<file path="config.mk">
export PLATFORM = sky130hd
export DESIGN_NAME = flood_relay_duplicate_filter_core_flat
export DESIGN_NICKNAME = d
export VERILOG_FILES = /design/src/sv/frd_pkg.sv /design/src/sv/frd_in_if.sv /design/src/sv/frd_out_if.sv /design/src/sv/frd_ctrl.sv /design/src/sv/frd_datapath.sv /design/src/sv/flood_relay_duplicate_filter_core.sv /design/src/flat_wrapper.sv
export SDC_FILE = /design/constraint.sdc
export NUM_CORES = 2
export LEC_CHECK = 0
export BUFFER_PORTS_ARGS = -buffer_cell sky130_fd_sc_hd__clkbuf_2
export CAP_MARGIN = 20
export CORE_MARGIN = 8
export CORE_UTILIZATION = 30
export DETAILED_ROUTE_END_ITERATION = 12
export HOLD_SLACK_MARGIN = 0.1
export PLACE_DENSITY = 0.55
export SLEW_MARGIN = 5
export SYNTH_ARGS = -nofsm -noshare
export SYNTH_HDL_FRONTEND = slang
export SYNTH_SLANG_ARGS = --single-unit
</file>
<file path="constraint.sdc">
create_clock -name i_clk -period 5.3 [get_ports i_clk]
set_input_delay 0.53 -clock i_clk [delete_from_list [all_inputs] [get_ports i_clk]]
set_output_delay 0.53 -clock i_clk [all_outputs]
set_load 0.01 [all_outputs]
</file>
<file path="src/sv/frd_pkg.sv">
`timescale 1ns / 1ps
// ============================================================================
// Flood relay duplicate filter package
// Shared field widths, result status codes and the controller/datapath
// command and status bundles.
// ============================================================================
package frd_pkg;

    localparam int MSG_ID_W = 32;
    localparam int HOP_W    = 8;
    localparam int STATUS_W = 2;

    // Value of the hop limit register after reset.
    localparam logic [HOP_W-1:0] MAX_HOPS_RESET = 8'd5;

    // Input command codes.
    localparam logic CMD_RECEIVED   = 1'b0;
    localparam logic CMD_ORIGINATED = 1'b1;

    // Result status codes.
    typedef enum logic [STATUS_W-1:0] {
        ST_FORWARDED  = 2'd0,
        ST_DUPLICATE  = 2'd1,
        ST_HOP_LIMIT  = 2'd2,
        ST_ORIGINATED = 2'd3
    } t_status;

    // Commands from the controller to the datapath.
    typedef struct packed {
        logic take;        // input may be accepted this cycle
        logic scan_start;  // begin a table search at entry zero
        logic scan_stop;   // end the table search
        logic record;      // store the held identifier in the table
        logic emit;        // load the result register
        logic dup;         // the result is a duplicate drop
    } t_dp_cmd;

    // Status from the datapath to the controller.
    typedef struct packed {
        logic in_valid;     // an input beat is offered
        logic item_orig;    // the held item is a local origination
        logic table_empty;  // nothing recorded yet
        logic scan_done;    // the search has an answer
        logic scan_hit;     // the answer is a match
        logic out_free;     // the result register can take a beat
    } t_dp_stat;

endpackage

</file>
<file path="src/sv/frd_in_if.sv">
`timescale 1ns / 1ps
// ============================================================================
// Packet header input channel
// Valid/ready channel carrying one packet header per beat.
// ============================================================================
interface frd_in_if
    import frd_pkg::*;
();
    logic                valid;
    logic                ready;
    logic                cmd;
    logic [MSG_ID_W-1:0] msg_id;
    logic [HOP_W-1:0]    hop_cnt;

    modport source (output valid, output cmd, output msg_id, output hop_cnt,
                    input ready);
    modport sink   (input valid, input cmd, input msg_id, input hop_cnt,
                    output ready);
endinterface

</file>
<file path="src/sv/frd_out_if.sv">
`timescale 1ns / 1ps
// ============================================================================
// Relay decision output channel
// Valid/ready channel carrying one relay decision per beat.
// ============================================================================
interface frd_out_if
    import frd_pkg::*;
();
    logic                valid;
    logic                ready;
    logic                send;
    logic [STATUS_W-1:0] status;
    logic [MSG_ID_W-1:0] out_msg_id;
    logic [HOP_W-1:0]    out_hop_cnt;

    modport source (output valid, output send, output status, output out_msg_id,
                    output out_hop_cnt, input ready);
    modport sink   (input valid, input send, input status, input out_msg_id,
                    input out_hop_cnt, output ready);
endinterface

</file>
<file path="src/sv/frd_ctrl.sv">
`timescale 1ns / 1ps
// ============================================================================
// Duplicate filter controller
// Sequences accept, table search, record and result emission for one header.
// ============================================================================
module frd_ctrl
    import frd_pkg::*;
(
    input  logic     i_clk,
    input  logic     i_rst_n,
    input  t_dp_stat i_stat,
    output t_dp_cmd  o_cmd
);

    typedef enum logic [2:0] {
        S_IDLE,
        S_DECIDE,
        S_SEARCH,
        S_WRITE,
        S_DUP
    } t_state;

    t_state r_state;
    t_state n_state;

    // Next state and commands for the datapath.
    always_comb begin
        n_state = r_state;
        o_cmd   = '0;
        case (r_state)
            S_IDLE: begin
                o_cmd.take = 1'b1;
                if (i_stat.in_valid) begin
                    n_state = S_DECIDE;
                end
            end
            S_DECIDE: begin
                if (i_stat.item_orig || i_stat.table_empty) begin
                    n_state = S_WRITE;
                end else begin
                    o_cmd.scan_start = 1'b1;
                    n_state          = S_SEARCH;
                end
            end
            S_SEARCH: begin
                if (i_stat.scan_done) begin
                    o_cmd.scan_stop = 1'b1;
                    n_state         = i_stat.scan_hit ? S_DUP : S_WRITE;
                end
            end
            S_WRITE: begin
                if (i_stat.out_free) begin
                    o_cmd.record = 1'b1;
                    o_cmd.emit   = 1'b1;
                    n_state      = S_IDLE;
                end
            end
            S_DUP: begin
                if (i_stat.out_free) begin
                    o_cmd.emit = 1'b1;
                    o_cmd.dup  = 1'b1;
                    n_state    = S_IDLE;
                end
            end
            default: begin
                n_state = S_IDLE;
            end
        endcase
    end

    // State register.
    always_ff @(posedge i_clk) begin
        if (!i_rst_n) begin
            r_state <= S_IDLE;
        end else begin
            r_state <= n_state;
        end
    end

endmodule

</file>
<file path="src/sv/frd_datapath.sv">
`timescale 1ns / 1ps
// ============================================================================
// Duplicate filter datapath
// Identifier table memory, insert pointer, fill count, search compare,
// hop limit register and the result register.
// ============================================================================
module frd_datapath
    import frd_pkg::*;
#(
    parameter int TABLE_DEPTH = 64
) (
    input  logic              i_clk,
    input  logic              i_rst_n,
    input  logic              i_cfg_we,
    input  logic [HOP_W-1:0]  i_cfg_wdata,
    input  t_dp_cmd           i_cmd,
    output t_dp_stat          o_stat,
    frd_in_if.sink            i_in,
    frd_out_if.source         o_out
);

    localparam int AW = $clog2(TABLE_DEPTH);
    localparam int CW = $clog2(TABLE_DEPTH + 1);

    // Identifier table; entries below the fill count hold valid identifiers.
    logic [MSG_ID_W-1:0] r_ids [TABLE_DEPTH];
    logic [MSG_ID_W-1:0] r_rd_data;

    logic [AW-1:0]       r_wr_ptr;
    logic [CW-1:0]       r_fill;
    logic [HOP_W-1:0]    r_max_hops;

    // Held input item.
    logic                r_cmd;
    logic [MSG_ID_W-1:0] r_id;
    logic [HOP_W-1:0]    r_hops;

    // Search state.
    logic                r_scan_busy;
    logic [AW-1:0]       r_scan_addr;
    logic                r_rd_vld;
    logic                r_rd_last;
    logic                scan_last;
    logic                scan_hit;

    // Result register.
    logic                r_out_valid;
    logic                r_out_send;
    t_status             r_out_status;
    logic [MSG_ID_W-1:0] r_out_id;
    logic [HOP_W-1:0]    r_out_hops;
    logic                out_free;
    t_status             n_status;

    assign i_in.ready = i_cmd.take;

    assign scan_last = ((CW'(r_scan_addr) + CW'(1)) == r_fill);
    assign scan_hit  = r_rd_vld && (r_rd_data == r_id);
    assign out_free  = !r_out_valid || o_out.ready;

    assign o_stat.in_valid    = i_in.valid;
    assign o_stat.item_orig   = (r_cmd == CMD_ORIGINATED);
    assign o_stat.table_empty = (r_fill == '0);
    assign o_stat.scan_done   = scan_hit || (r_rd_vld && r_rd_last);
    assign o_stat.scan_hit    = scan_hit;
    assign o_stat.out_free    = out_free;

    // Capture the input item on an accepted beat.
    always_ff @(posedge i_clk) begin
        if (i_in.valid && i_cmd.take) begin
            r_cmd  <= i_in.cmd;
            r_id   <= i_in.msg_id;
            r_hops <= i_in.hop_cnt;
        end
    end

    // Hop limit register.
    always_ff @(posedge i_clk) begin
        if (!i_rst_n) begin
            r_max_hops <= MAX_HOPS_RESET;
        end else if (i_cfg_we) begin
            r_max_hops <= i_cfg_wdata;
        end
    end

    // Table memory: one write port and one registered read port.
    always_ff @(posedge i_clk) begin
        if (i_cmd.record) begin
            r_ids[r_wr_ptr] <= r_id;
        end
        r_rd_data <= r_ids[r_scan_addr];
    end

    // Insert pointer wraps at the table depth; the fill count saturates there.
    always_ff @(posedge i_clk) begin
        if (!i_rst_n) begin
            r_wr_ptr <= '0;
            r_fill   <= '0;
        end else if (i_cmd.record) begin
            r_wr_ptr <= (r_wr_ptr == AW'(TABLE_DEPTH - 1)) ? '0 : r_wr_ptr + AW'(1);
            if (r_fill != CW'(TABLE_DEPTH)) begin
                r_fill <= r_fill + CW'(1);
            end
        end
    end

    // Search walks the filled entries one read per cycle; the compare
    // trails the read address through the registered read data.
    always_ff @(posedge i_clk) begin
        if (!i_rst_n) begin
            r_scan_busy <= 1'b0;
            r_scan_addr <= '0;
            r_rd_vld    <= 1'b0;
            r_rd_last   <= 1'b0;
        end else begin
            r_rd_vld  <= r_scan_busy && !i_cmd.scan_stop;
            r_rd_last <= scan_last;
            if (i_cmd.scan_start) begin
                r_scan_busy <= 1'b1;
                r_scan_addr <= '0;
            end else if (i_cmd.scan_stop) begin
                r_scan_busy <= 1'b0;
            end else if (r_scan_busy) begin
                r_scan_addr <= r_scan_addr + AW'(1);
                if (scan_last) begin
                    r_scan_busy <= 1'b0;
                end
            end
        end
    end

    // Decision for the held item.
    always_comb begin
        if (i_cmd.dup) begin
            n_status = ST_DUPLICATE;
        end else if (r_cmd == CMD_ORIGINATED) begin
            n_status = ST_ORIGINATED;
        end else if (r_hops < r_max_hops) begin
            n_status = ST_FORWARDED;
        end else begin
            n_status = ST_HOP_LIMIT;
        end
    end

    // Result register control.
    always_ff @(posedge i_clk) begin
        if (!i_rst_n) begin
            r_out_valid <= 1'b0;
        end else if (i_cmd.emit) begin
            r_out_valid <= 1'b1;
        end else if (o_out.ready) begin
            r_out_valid <= 1'b0;
        end
    end

    // Result register payload; dropped packets carry zero fields.
    always_ff @(posedge i_clk) begin
        if (i_cmd.emit) begin
            r_out_status <= n_status;
            case (n_status)
                ST_ORIGINATED: begin
                    r_out_send <= 1'b1;
                    r_out_id   <= r_id;
                    r_out_hops <= '0;
                end
                ST_FORWARDED: begin
                    r_out_send <= 1'b1;
                    r_out_id   <= r_id;
                    r_out_hops <= r_hops + HOP_W'(1);
                end
                default: begin
                    r_out_send <= 1'b0;
                    r_out_id   <= '0;
                    r_out_hops <= '0;
                end
            endcase
        end
    end

    assign o_out.valid       = r_out_valid;
    assign o_out.send        = r_out_send;
    assign o_out.status      = r_out_status;
    assign o_out.out_msg_id  = r_out_id;
    assign o_out.out_hop_cnt = r_out_hops;

`ifndef ASSERT_OFF
    // A new result never overwrites one that has not been taken.
    a_emit_free: assert property (@(posedge i_clk) disable iff (!i_rst_n)
        i_cmd.emit |-> (!r_out_valid || o_out.ready))
        else $error("result register overwritten");

    // The fill count never passes the table depth.
    a_fill_range: assert property (@(posedge i_clk) disable iff (!i_rst_n)
        r_fill <= CW'(TABLE_DEPTH))
        else $error("fill count out of range");

    // Until the table is full the insert pointer tracks the fill count.
    a_ptr_fill: assert property (@(posedge i_clk) disable iff (!i_rst_n)
        (r_fill != CW'(TABLE_DEPTH)) |-> (CW'(r_wr_ptr) == r_fill))
        else $error("insert pointer and fill count disagree");

    // The table is never written while a search is running.
    a_no_write_in_scan: assert property (@(posedge i_clk) disable iff (!i_rst_n)
        i_cmd.record |-> !r_scan_busy && !r_rd_vld)
        else $error("table write during search");
`endif

endmodule

</file>
<file path="src/sv/flood_relay_duplicate_filter_core.sv">
`timescale 1ns / 1ps
// Sequence: an originated header, or any header while the table is empty, goes from the
// decide state straight to the write state; any other received header first searches the table.
// A match ends the search early and drops the header; a miss records it and emits a result.
// One header at a time: the table search reads one entry per cycle from a single memory
// read port, and no new header is accepted until the result is loaded.
// Reset: synchronous; empties the table (fill count and pointer to zero), sets the hop
// limit to 5 and clears the output channel; table contents are not cleared.
// ============================================================================
// Flood relay duplicate filter
// Drops repeated packet identifiers, applies the hop limit and forwards or
// originates packet headers for a flooding mesh relay.
// ============================================================================
module flood_relay_duplicate_filter_core
    import frd_pkg::*;
#(
    parameter int TABLE_DEPTH = 64
) (
    input  logic             i_clk,
    input  logic             i_rst_n,
    input  logic             i_cfg_we,
    input  logic [HOP_W-1:0] i_cfg_wdata,
    frd_in_if.sink           i_in,
    frd_out_if.source        o_out
);

    t_dp_cmd  dp_cmd;
    t_dp_stat dp_stat;

    // Sequencer.
    frd_ctrl u_ctrl (
        .i_clk   (i_clk),
        .i_rst_n (i_rst_n),
        .i_stat  (dp_stat),
        .o_cmd   (dp_cmd)
    );

    // Table, compare and result datapath.
    frd_datapath #(
        .TABLE_DEPTH (TABLE_DEPTH)
    ) u_datapath (
        .i_clk       (i_clk),
        .i_rst_n     (i_rst_n),
        .i_cfg_we    (i_cfg_we),
        .i_cfg_wdata (i_cfg_wdata),
        .i_cmd       (dp_cmd),
        .o_stat      (dp_stat),
        .i_in        (i_in),
        .o_out       (o_out)
    );

endmodule
</file>
<file path="src/flat_wrapper.sv">
// flat-port wrapper written by rule: the top's interface ports become plain ports
module flood_relay_duplicate_filter_core_flat import frd_pkg::*;
#(
    parameter int TABLE_DEPTH = 64
)
  (i_clk, i_rst_n, i_cfg_we, i_cfg_wdata, i_in_valid, i_in_cmd, i_in_msg_id, i_in_hop_cnt, i_in_ready, o_out_valid, o_out_send, o_out_status, o_out_out_msg_id, o_out_out_hop_cnt, o_out_ready);
  frd_in_if i_in_i ();
  frd_out_if o_out_i ();
  input  logic i_clk;
  input  logic i_rst_n;
  input  logic i_cfg_we;
  input  logic [HOP_W-1:0] i_cfg_wdata;
  input wire logic [$bits(i_in_i.valid)-1:0] i_in_valid;
  input wire logic [$bits(i_in_i.cmd)-1:0] i_in_cmd;
  input wire logic [$bits(i_in_i.msg_id)-1:0] i_in_msg_id;
  input wire logic [$bits(i_in_i.hop_cnt)-1:0] i_in_hop_cnt;
  output wire logic [$bits(i_in_i.ready)-1:0] i_in_ready;
  output wire logic [$bits(o_out_i.valid)-1:0] o_out_valid;
  output wire logic [$bits(o_out_i.send)-1:0] o_out_send;
  output wire logic [$bits(o_out_i.status)-1:0] o_out_status;
  output wire logic [$bits(o_out_i.out_msg_id)-1:0] o_out_out_msg_id;
  output wire logic [$bits(o_out_i.out_hop_cnt)-1:0] o_out_out_hop_cnt;
  input wire logic [$bits(o_out_i.ready)-1:0] o_out_ready;
  assign i_in_i.valid = i_in_valid;
  assign i_in_i.cmd = i_in_cmd;
  assign i_in_i.msg_id = i_in_msg_id;
  assign i_in_i.hop_cnt = i_in_hop_cnt;
  assign i_in_ready = i_in_i.ready;
  assign o_out_valid = o_out_i.valid;
  assign o_out_send = o_out_i.send;
  assign o_out_status = o_out_i.status;
  assign o_out_out_msg_id = o_out_i.out_msg_id;
  assign o_out_out_hop_cnt = o_out_i.out_hop_cnt;
  assign o_out_i.ready = o_out_ready;
  flood_relay_duplicate_filter_core #(.TABLE_DEPTH(TABLE_DEPTH)) u_core (.i_clk(i_clk), .i_rst_n(i_rst_n), .i_cfg_we(i_cfg_we), .i_cfg_wdata(i_cfg_wdata), .i_in(i_in_i), .o_out(o_out_i));
endmodule
</file>
# Word-level counts from Yosys, hierarchy flattened
# Memories as Yosys holds them, arrays and structs flattened. A register that Yosys moved wholly into a read port is not among the register bits.
# Cells that the tools add are included.
# W data, S select, Z words.
[classes]
addsub = 5
n_mux = 28
reduce_logical = 19
magnitude_cmp = 1
n_eq_ne = 12
bitwise_logic = 2
[ops]
columns = ["operator", "n"]
rows = [
  ["$eq A32 B32 Y1", 1],
  ["$mux W1", 17],
  ["$add A6 B1 Y6 const B", 2],
  ["$mux W3", 4],
  ["$pmux W3 S4", 1],
  ["$add A8 B1 Y8 const B", 1],
  ["$lt A8 B8 Y1", 1],
  ["$mux W2", 4],
  ["$add A6 B1 Y7 const B", 1],
  ["$add A7 B1 Y7 const B", 1],
  ["$eq A7 B7 Y1", 1],
  ["$logic_not A7 Y1", 1],
  ["$ne A7 B7 Y1 const B", 1],
  ["$eq A3 B2 Y1 const B", 2],
  ["$eq A6 B6 Y1 const B", 1],
  ["$mux W6", 1],
  ["$reduce_or A2 Y1", 3],
  ["$logic_and A1 B1 Y1", 4],
  ["$ne A2 B1 Y1 const B", 2],
  ["$reduce_and A2 Y1", 2],
  ["$eq A3 B1 Y1 const B", 1],
  ["$eq A3 B3 Y1 const B", 1],
  ["$logic_not A3 Y1", 1],
  ["$logic_or A1 B1 Y1", 3],
  ["other kinds (8)", 10],
]
[totals]
mem_bits_rw = 2048
ff_bits = 118
mem_count = 1
[memory_table]
columns = ["memory", "depth", "word_bits", "rd", "rd_clocked_by_memory_dff", "wr", "line_no", "rtl"]
rows = [
  ["u_core.u_datapath.r_ids", 64, 32, 1, 1, 1, "frd_datapath.sv:26", "logic [MSG_ID_W-1:0] r_ids [TABLE_DEPTH];"],
]

# Logic depth before layout (Yosys ltp)
[logic_depth]
depth_word = 8
ltp_mapped = 10
mapped_depth_nobuf = 9

# By module
# A second synthesis with hierarchy kept.
[unflattened]
hier_cells = 3741
hier_area_um2 = 83647.7
[by_module_without_submodules]
columns = ["mod", "seq_area_each_um2", "instances", "cells_per_inst", "area_per_inst_um2"]
rows = [
  ["frd_datapath", 65282.6, 1, 3711, 83393.7],
  ["frd_ctrl", 60.1, 1, 30, 254.0],
]

# Worst setup path before layout
# No wires, ideal clock.
[synth_timing]
kind = "reg-to-reg"
start = "register u_core.u_ctrl.r_state[2]"
end = "register u_core.u_datapath.r_out_hops[0] (netlist: u_core.u_datapath.o_out.out_hop_cnt[0]) (enable)"
period_less_slack_ps = 4258
path_slack_ps = 1042
path_stages_with_launch = 4
arrival_time_ps = 3755
setup_ps = 503
n_path_buf = 1
path_cell_list = "dfxtp_1 clkbuf_1 nand2_1 o21ai_0"
[synth_lines]
columns = ["element", "line_no", "rtl"]
rows = [
  ["start: declaration", "frd_ctrl.sv:23", "t_state r_state;"],
  ["start signal: assignment", "frd_ctrl.sv:76", "r_state <= n_state;"],
  ["end signal: assignment", "frd_datapath.sv:169", "r_out_hops <= r_hops + HOP_W'(1);"],
  ["end: declaration", "frd_datapath.sv:51", "logic [HOP_W-1:0] r_out_hops;"],
]

# Worst setup path in the final report
[layout_timing]
start = "register u_core.u_ctrl.r_state[1]"
end = "memory u_core.u_datapath.r_ids[22][17] (enable)"
[layout_via]
elab_chain_len = 4
[layout_lines]
columns = ["element", "line_no", "rtl"]
rows = [
  ["$eq A3 B2 Y1", "frd_ctrl.sv:30", "case (r_state)"],
  ["$mux W1", "frd_ctrl.sv:30", ""],
  ["$mux W1", "frd_datapath.sv:88", "if (i_cmd.record) begin"],
  ["$mux W1 (implied by the code)", "frd_datapath.sv:89", "r_ids[r_wr_ptr] <= r_id;"],
  ["end: declaration", "frd_datapath.sv:26", ""],
]
# No other way between the ends.

==> results.sh <==
export IMPL_outcome="completed"
export IMPL_synth_top_flop_cell="edfxtp_1"
export IMPL_ff2ff_setup_slack_ns=1.58
export IMPL_layout_filler_cells=25727
export IMPL_critPathSlowestCell="nand3_1"
export IMPL_post_synth_num_cell_types=49
export IMPL_synth_net_count=3686
export IMPL_start_util=0.3006
export IMPL_initialDrtViolationCount=3990
export IMPL_boundaryPins=99
export IMPL_cts_tree="built"
export IMPL_ff_to_ff_start="u_core.u_ctrl.r_state[1]$_SDFFE_PN0P_"
export IMPL_placed_cells=7417
export IMPL_timing_final_hold_violations=0
export IMPL_min_delay_start="o_out_ready"
export IMPL_p_leak_nw=29.01
export IMPL_ys_async_sr_fraction=0
export IMPL_max_vdd_ir_drop_mv=0.2683
export IMPL_gp_congestion=0.7892
export IMPL_seq_area_frac_synth=0.7801
export IMPL_drv_max_cap_violation_count=0
export IMPL_area_growth_pct=16.46
export IMPL_dp_hpwl_mm=124.5
export IMPL_globalRouteTotalUtil=0.1361
export IMPL_required_arrival_time_at_the_worst_endpoint_ns=5.78
export IMPL_placeableCoreArea_um2=278700
export IMPL_post_route_cells_drive_above_1_share=0.3080
export IMPL_grt_max_degree=83
export IMPL_yosys_register_bits=2198
export IMPL_reg2reg_to="u_core.u_datapath.r_ids[22][17]$_DFFE_PP_"
export IMPL_clock_power_share=0.412
export IMPL_route_detailed_drc=0
export IMPL_synthTopCellsByCount="edfxtp_1, mux4_2, nor2_1"
export IMPL_critPathMaxFanout=21
export IMPL_die_w_um=544.4
export IMPL_clkTransAtPathRegs_ns=0.06
export IMPL_drt_pre_antenna_iters=5
export IMPL_cts_made_buffers=214
export IMPL_synth_area_per_cell_um2=23.15
export IMPL_syn_instance_count=3619
export IMPL_relSlewSlack=0.2451
export IMPL_route_vias_total=38875
export IMPL_post_drt_via_cell_ratio=4.938
export IMPL_worstSkewPairLatency_ns=0.84
export IMPL_crit_path_end_kind="flip-flop"
export IMPL_critPathMaxStageDelay_ns=0.86
export IMPL_seq_power_share=0.549
export IMPL_fin_crit_ns=3.717
export IMPL_finalClockSkew_ns=0.03819
export IMPL_p_per_area_nw_per_um2=366.4
export IMPL_timing_setup_tns_ns=0
export IMPL_via_count_of_the_first_global_routing_pass=39408
export IMPL_cts_root_to_sink_buffers=3
export IMPL_min_to="u_core.u_datapath.o_out.valid$_SDFFE_PN0P_"
export IMPL_cts_root_buffer_cell="clkbuf_16"
export IMPL_worst_setup_path_start_kind="flip-flop"
export IMPL_worst_path_most_repeated_cell="buf_4"
export IMPL_hp_class="in2reg"
export IMPL_syn_cell_area_um2=83770
export IMPL_num_rows=194
export IMPL_report_final_slew_viol_count=0
export IMPL_worst_endpoint_arrival_ns=4.19
export IMPL_grt_setup_unrepaired="false"
export IMPL_intPower_w=0.02807
export IMPL_floorplan_die_area_um2=296400
export IMPL_layout_worst_path_cycle_share=0.7013
export IMPL_clock_tree_htree_level_count=4
export IMPL_synth_edff_count=2132
export IMPL_synthDominantCellAreaShare=0.7643
export IMPL_worst_slew_pin_slew_ns=1.130
export IMPL_antenna_found_initial=10
export IMPL_dieHeight_um=544.4
export IMPL_setup_violations_final=0
export IMPL_net_switching_power_w=0.007676
export IMPL_crit_path_cell_trace="nand3b_1 > nor2_1 > nand3_1 > buf_4 > nor2_4 > buf_4"
export IMPL_switching_share=0.2147
export IMPL_reg2reg_depth=6
export IMPL_synthTopCellsByArea="edfxtp_1, mux4_2, dfxtp_1"
export IMPL_min_delay_path_depth=3
export IMPL_io_buffers=98
export IMPL_grt_overflow=0
export IMPL_drt_antenna_violating_nets=0
export IMPL_clock_sinks=2198
export IMPL_route_detailed_wl_per_inst_um=26.23
export IMPL_ys_warnings_count=0
export IMPL_crit_path_class="reg2reg"
export IMPL_yosysMostFrequentCell="edfxtp_1"
export IMPL_power_share_combinational=0.039
export IMPL_instances_no_fill=7873
export IMPL_design_final_nets=4031
export IMPL_synth_largest_area_cell="edfxtp_1"
export IMPL_fmaxAchievable_ghz=0.2690
export IMPL_global_route_wire_length_before_repair_mm=296.3
export IMPL_routed_wl_mm=206.5
state kept, by name, summed over array words and instances, names as in the netlist, 7 cells and up:
register	count
u_core.u_datapath.o_out.out_msg_id	32
u_core.u_datapath.r_rd_data	32
u_core.u_datapath.o_out.out_hop_cnt	8
u_core.u_datapath.r_hops	8
u_core.u_datapath.r_fill	7
u_core.u_datapath.r_ids	2048
u_core.u_datapath.r_id	32
u_core.u_datapath.r_max_hops	8
kinds of logic after synthesis:
logic type,Yosys count,synth area share
flip-flops,2198,0.7801
multiplexers,688,0.1718
AND/OR/NAND/NOR,308,0.01748
buffers and inverters,202,0.01075
AO/OA/AOI/OAI,158,0.01250
XOR/XNOR,52,0.005437
adder cells (fa/ha/maj),13,0.001942
area by class of cell:
| cell class | count | area, µm² | area share |
|---|---|---|---|
| Sequential cell | 2198 | 65360 | 0.6700 |
| Clock buffer | 273 | 5749 | 0.05893 |
| Inverter | 14 | 52.55 | 0.0005387 |
| Tap cell | 3724 | 4659 | 0.04776 |
| Timing Repair Buffer | 317 | 2703 | 0.02770 |
| Antenna cell | 3 | 7.507 | 0.00007695 |
| Multi-Input combinational cell | 1219 | 18020 | 0.1847 |
| Clock inverter | 125 | 998.5 | 0.01023 |
worst max path at each step:
stage	startpoint	endpoint	slack [ns]	cells past startpoint
2_1_floorplan	u_core.u_ctrl.r_state[2]$_SDFFE_PN0P_	u_core.u_datapath.o_out.out_hop_cnt[0]$_SDFFCE_PP0P_	1.04	3
3_3_place_gp	o_out_ready	u_core.u_datapath.r_ids[23][28]$_DFFE_PP_	1.46	7
3_5_place_dp	o_out_ready	u_core.u_datapath.r_ids[7][15]$_DFFE_PP_	1.44	6
4_1_cts	u_core.u_ctrl.r_state[1]$_SDFFE_PN0P_	u_core.u_datapath.r_ids[7][14]$_DFFE_PP_	1.54	5
5_1_grt	u_core.u_ctrl.r_state[1]$_SDFFE_PN0P_	u_core.u_datapath.r_ids[45][10]$_DFFE_PP_	1.37	5
6_report	u_core.u_ctrl.r_state[1]$_SDFFE_PN0P_	u_core.u_datapath.r_ids[22][17]$_DFFE_PP_	1.58	6
per-stage QoR:
| stage | hold slack (ns) | total power, W | utilization | setup slack (ns) | area (µm²) |
|---|---|---|---|---|---|
| floorplan | 0.4428 | 0.02064 | - | 1.042 | 83770 |
| global placement | 0.4669 | 0.02132 | 0.3231 | 1.462 | 90020 |
| detailed placement | 0.4838 | 0.02137 | 0.3238 | 1.437 | 90220 |
| CTS | 0.1017 | 0.03609 | 0.3498 | 1.536 | 97480 |
| global route | 0.1387 | 0.03684 | 0.3501 | 1.366 | 97550 |
| finish | 0.1753 | 0.03575 | 0.3501 | 1.583 | 97550 |
what timing repair did:
action / CTS / global route
buffers inserted: 0 / 0
hold buffers: 52 / 0
endpoints found under the hold margin: 51 / 0
resized for setup: 0 / 0
power groups by stage:
stage	Sequential (W)	Combinational [W]	Clock, W
floorplan	0.0202	0.000431	0
global placement	0.0200	0.00134	0
detailed placement	0.0200	0.00139	0
CTS	0.0196	0.00142	0.0151
global route	0.0196	0.00151	0.0157
finish	0.0196	0.00140	0.0147
routing by layer:
metal  vias up  share of wire  wire, µm  global-route usage
met1     21218           0.46     95420              0.2064
met4         0          0.015      3162             0.02596
met2      1366           0.45     93270              0.2060
met5         -              0         0                   0
met3       230          0.071     14640             0.02504
li1      16061              -         -                   -
critical path, delay by kind of cell (launching register included):
family	cells	cell delay, ns
buffers and inverters	2	0.92
AND/OR/NAND/NOR	4	1.89
flip-flops	1	0.53
layout by cell type, fill, tap and decap left out, types with 54 or more instances in the layout:
| cell type | instances |
|---|---|
| clkbuf_2 | 98 |
| clkbuf_16 | 216 |
| a21oi_1 | 57 |
| nor2_1 | 78 |
| nor2_4 | 64 |
| mux4_2 | 596 |
| clkinv_1 | 54 |
| edfxtp_1 | 2132 |
| dfxtp_1 | 61 |
| buf_4 | 131 |
Note: power is estimated with default switching activity, not from simulation.
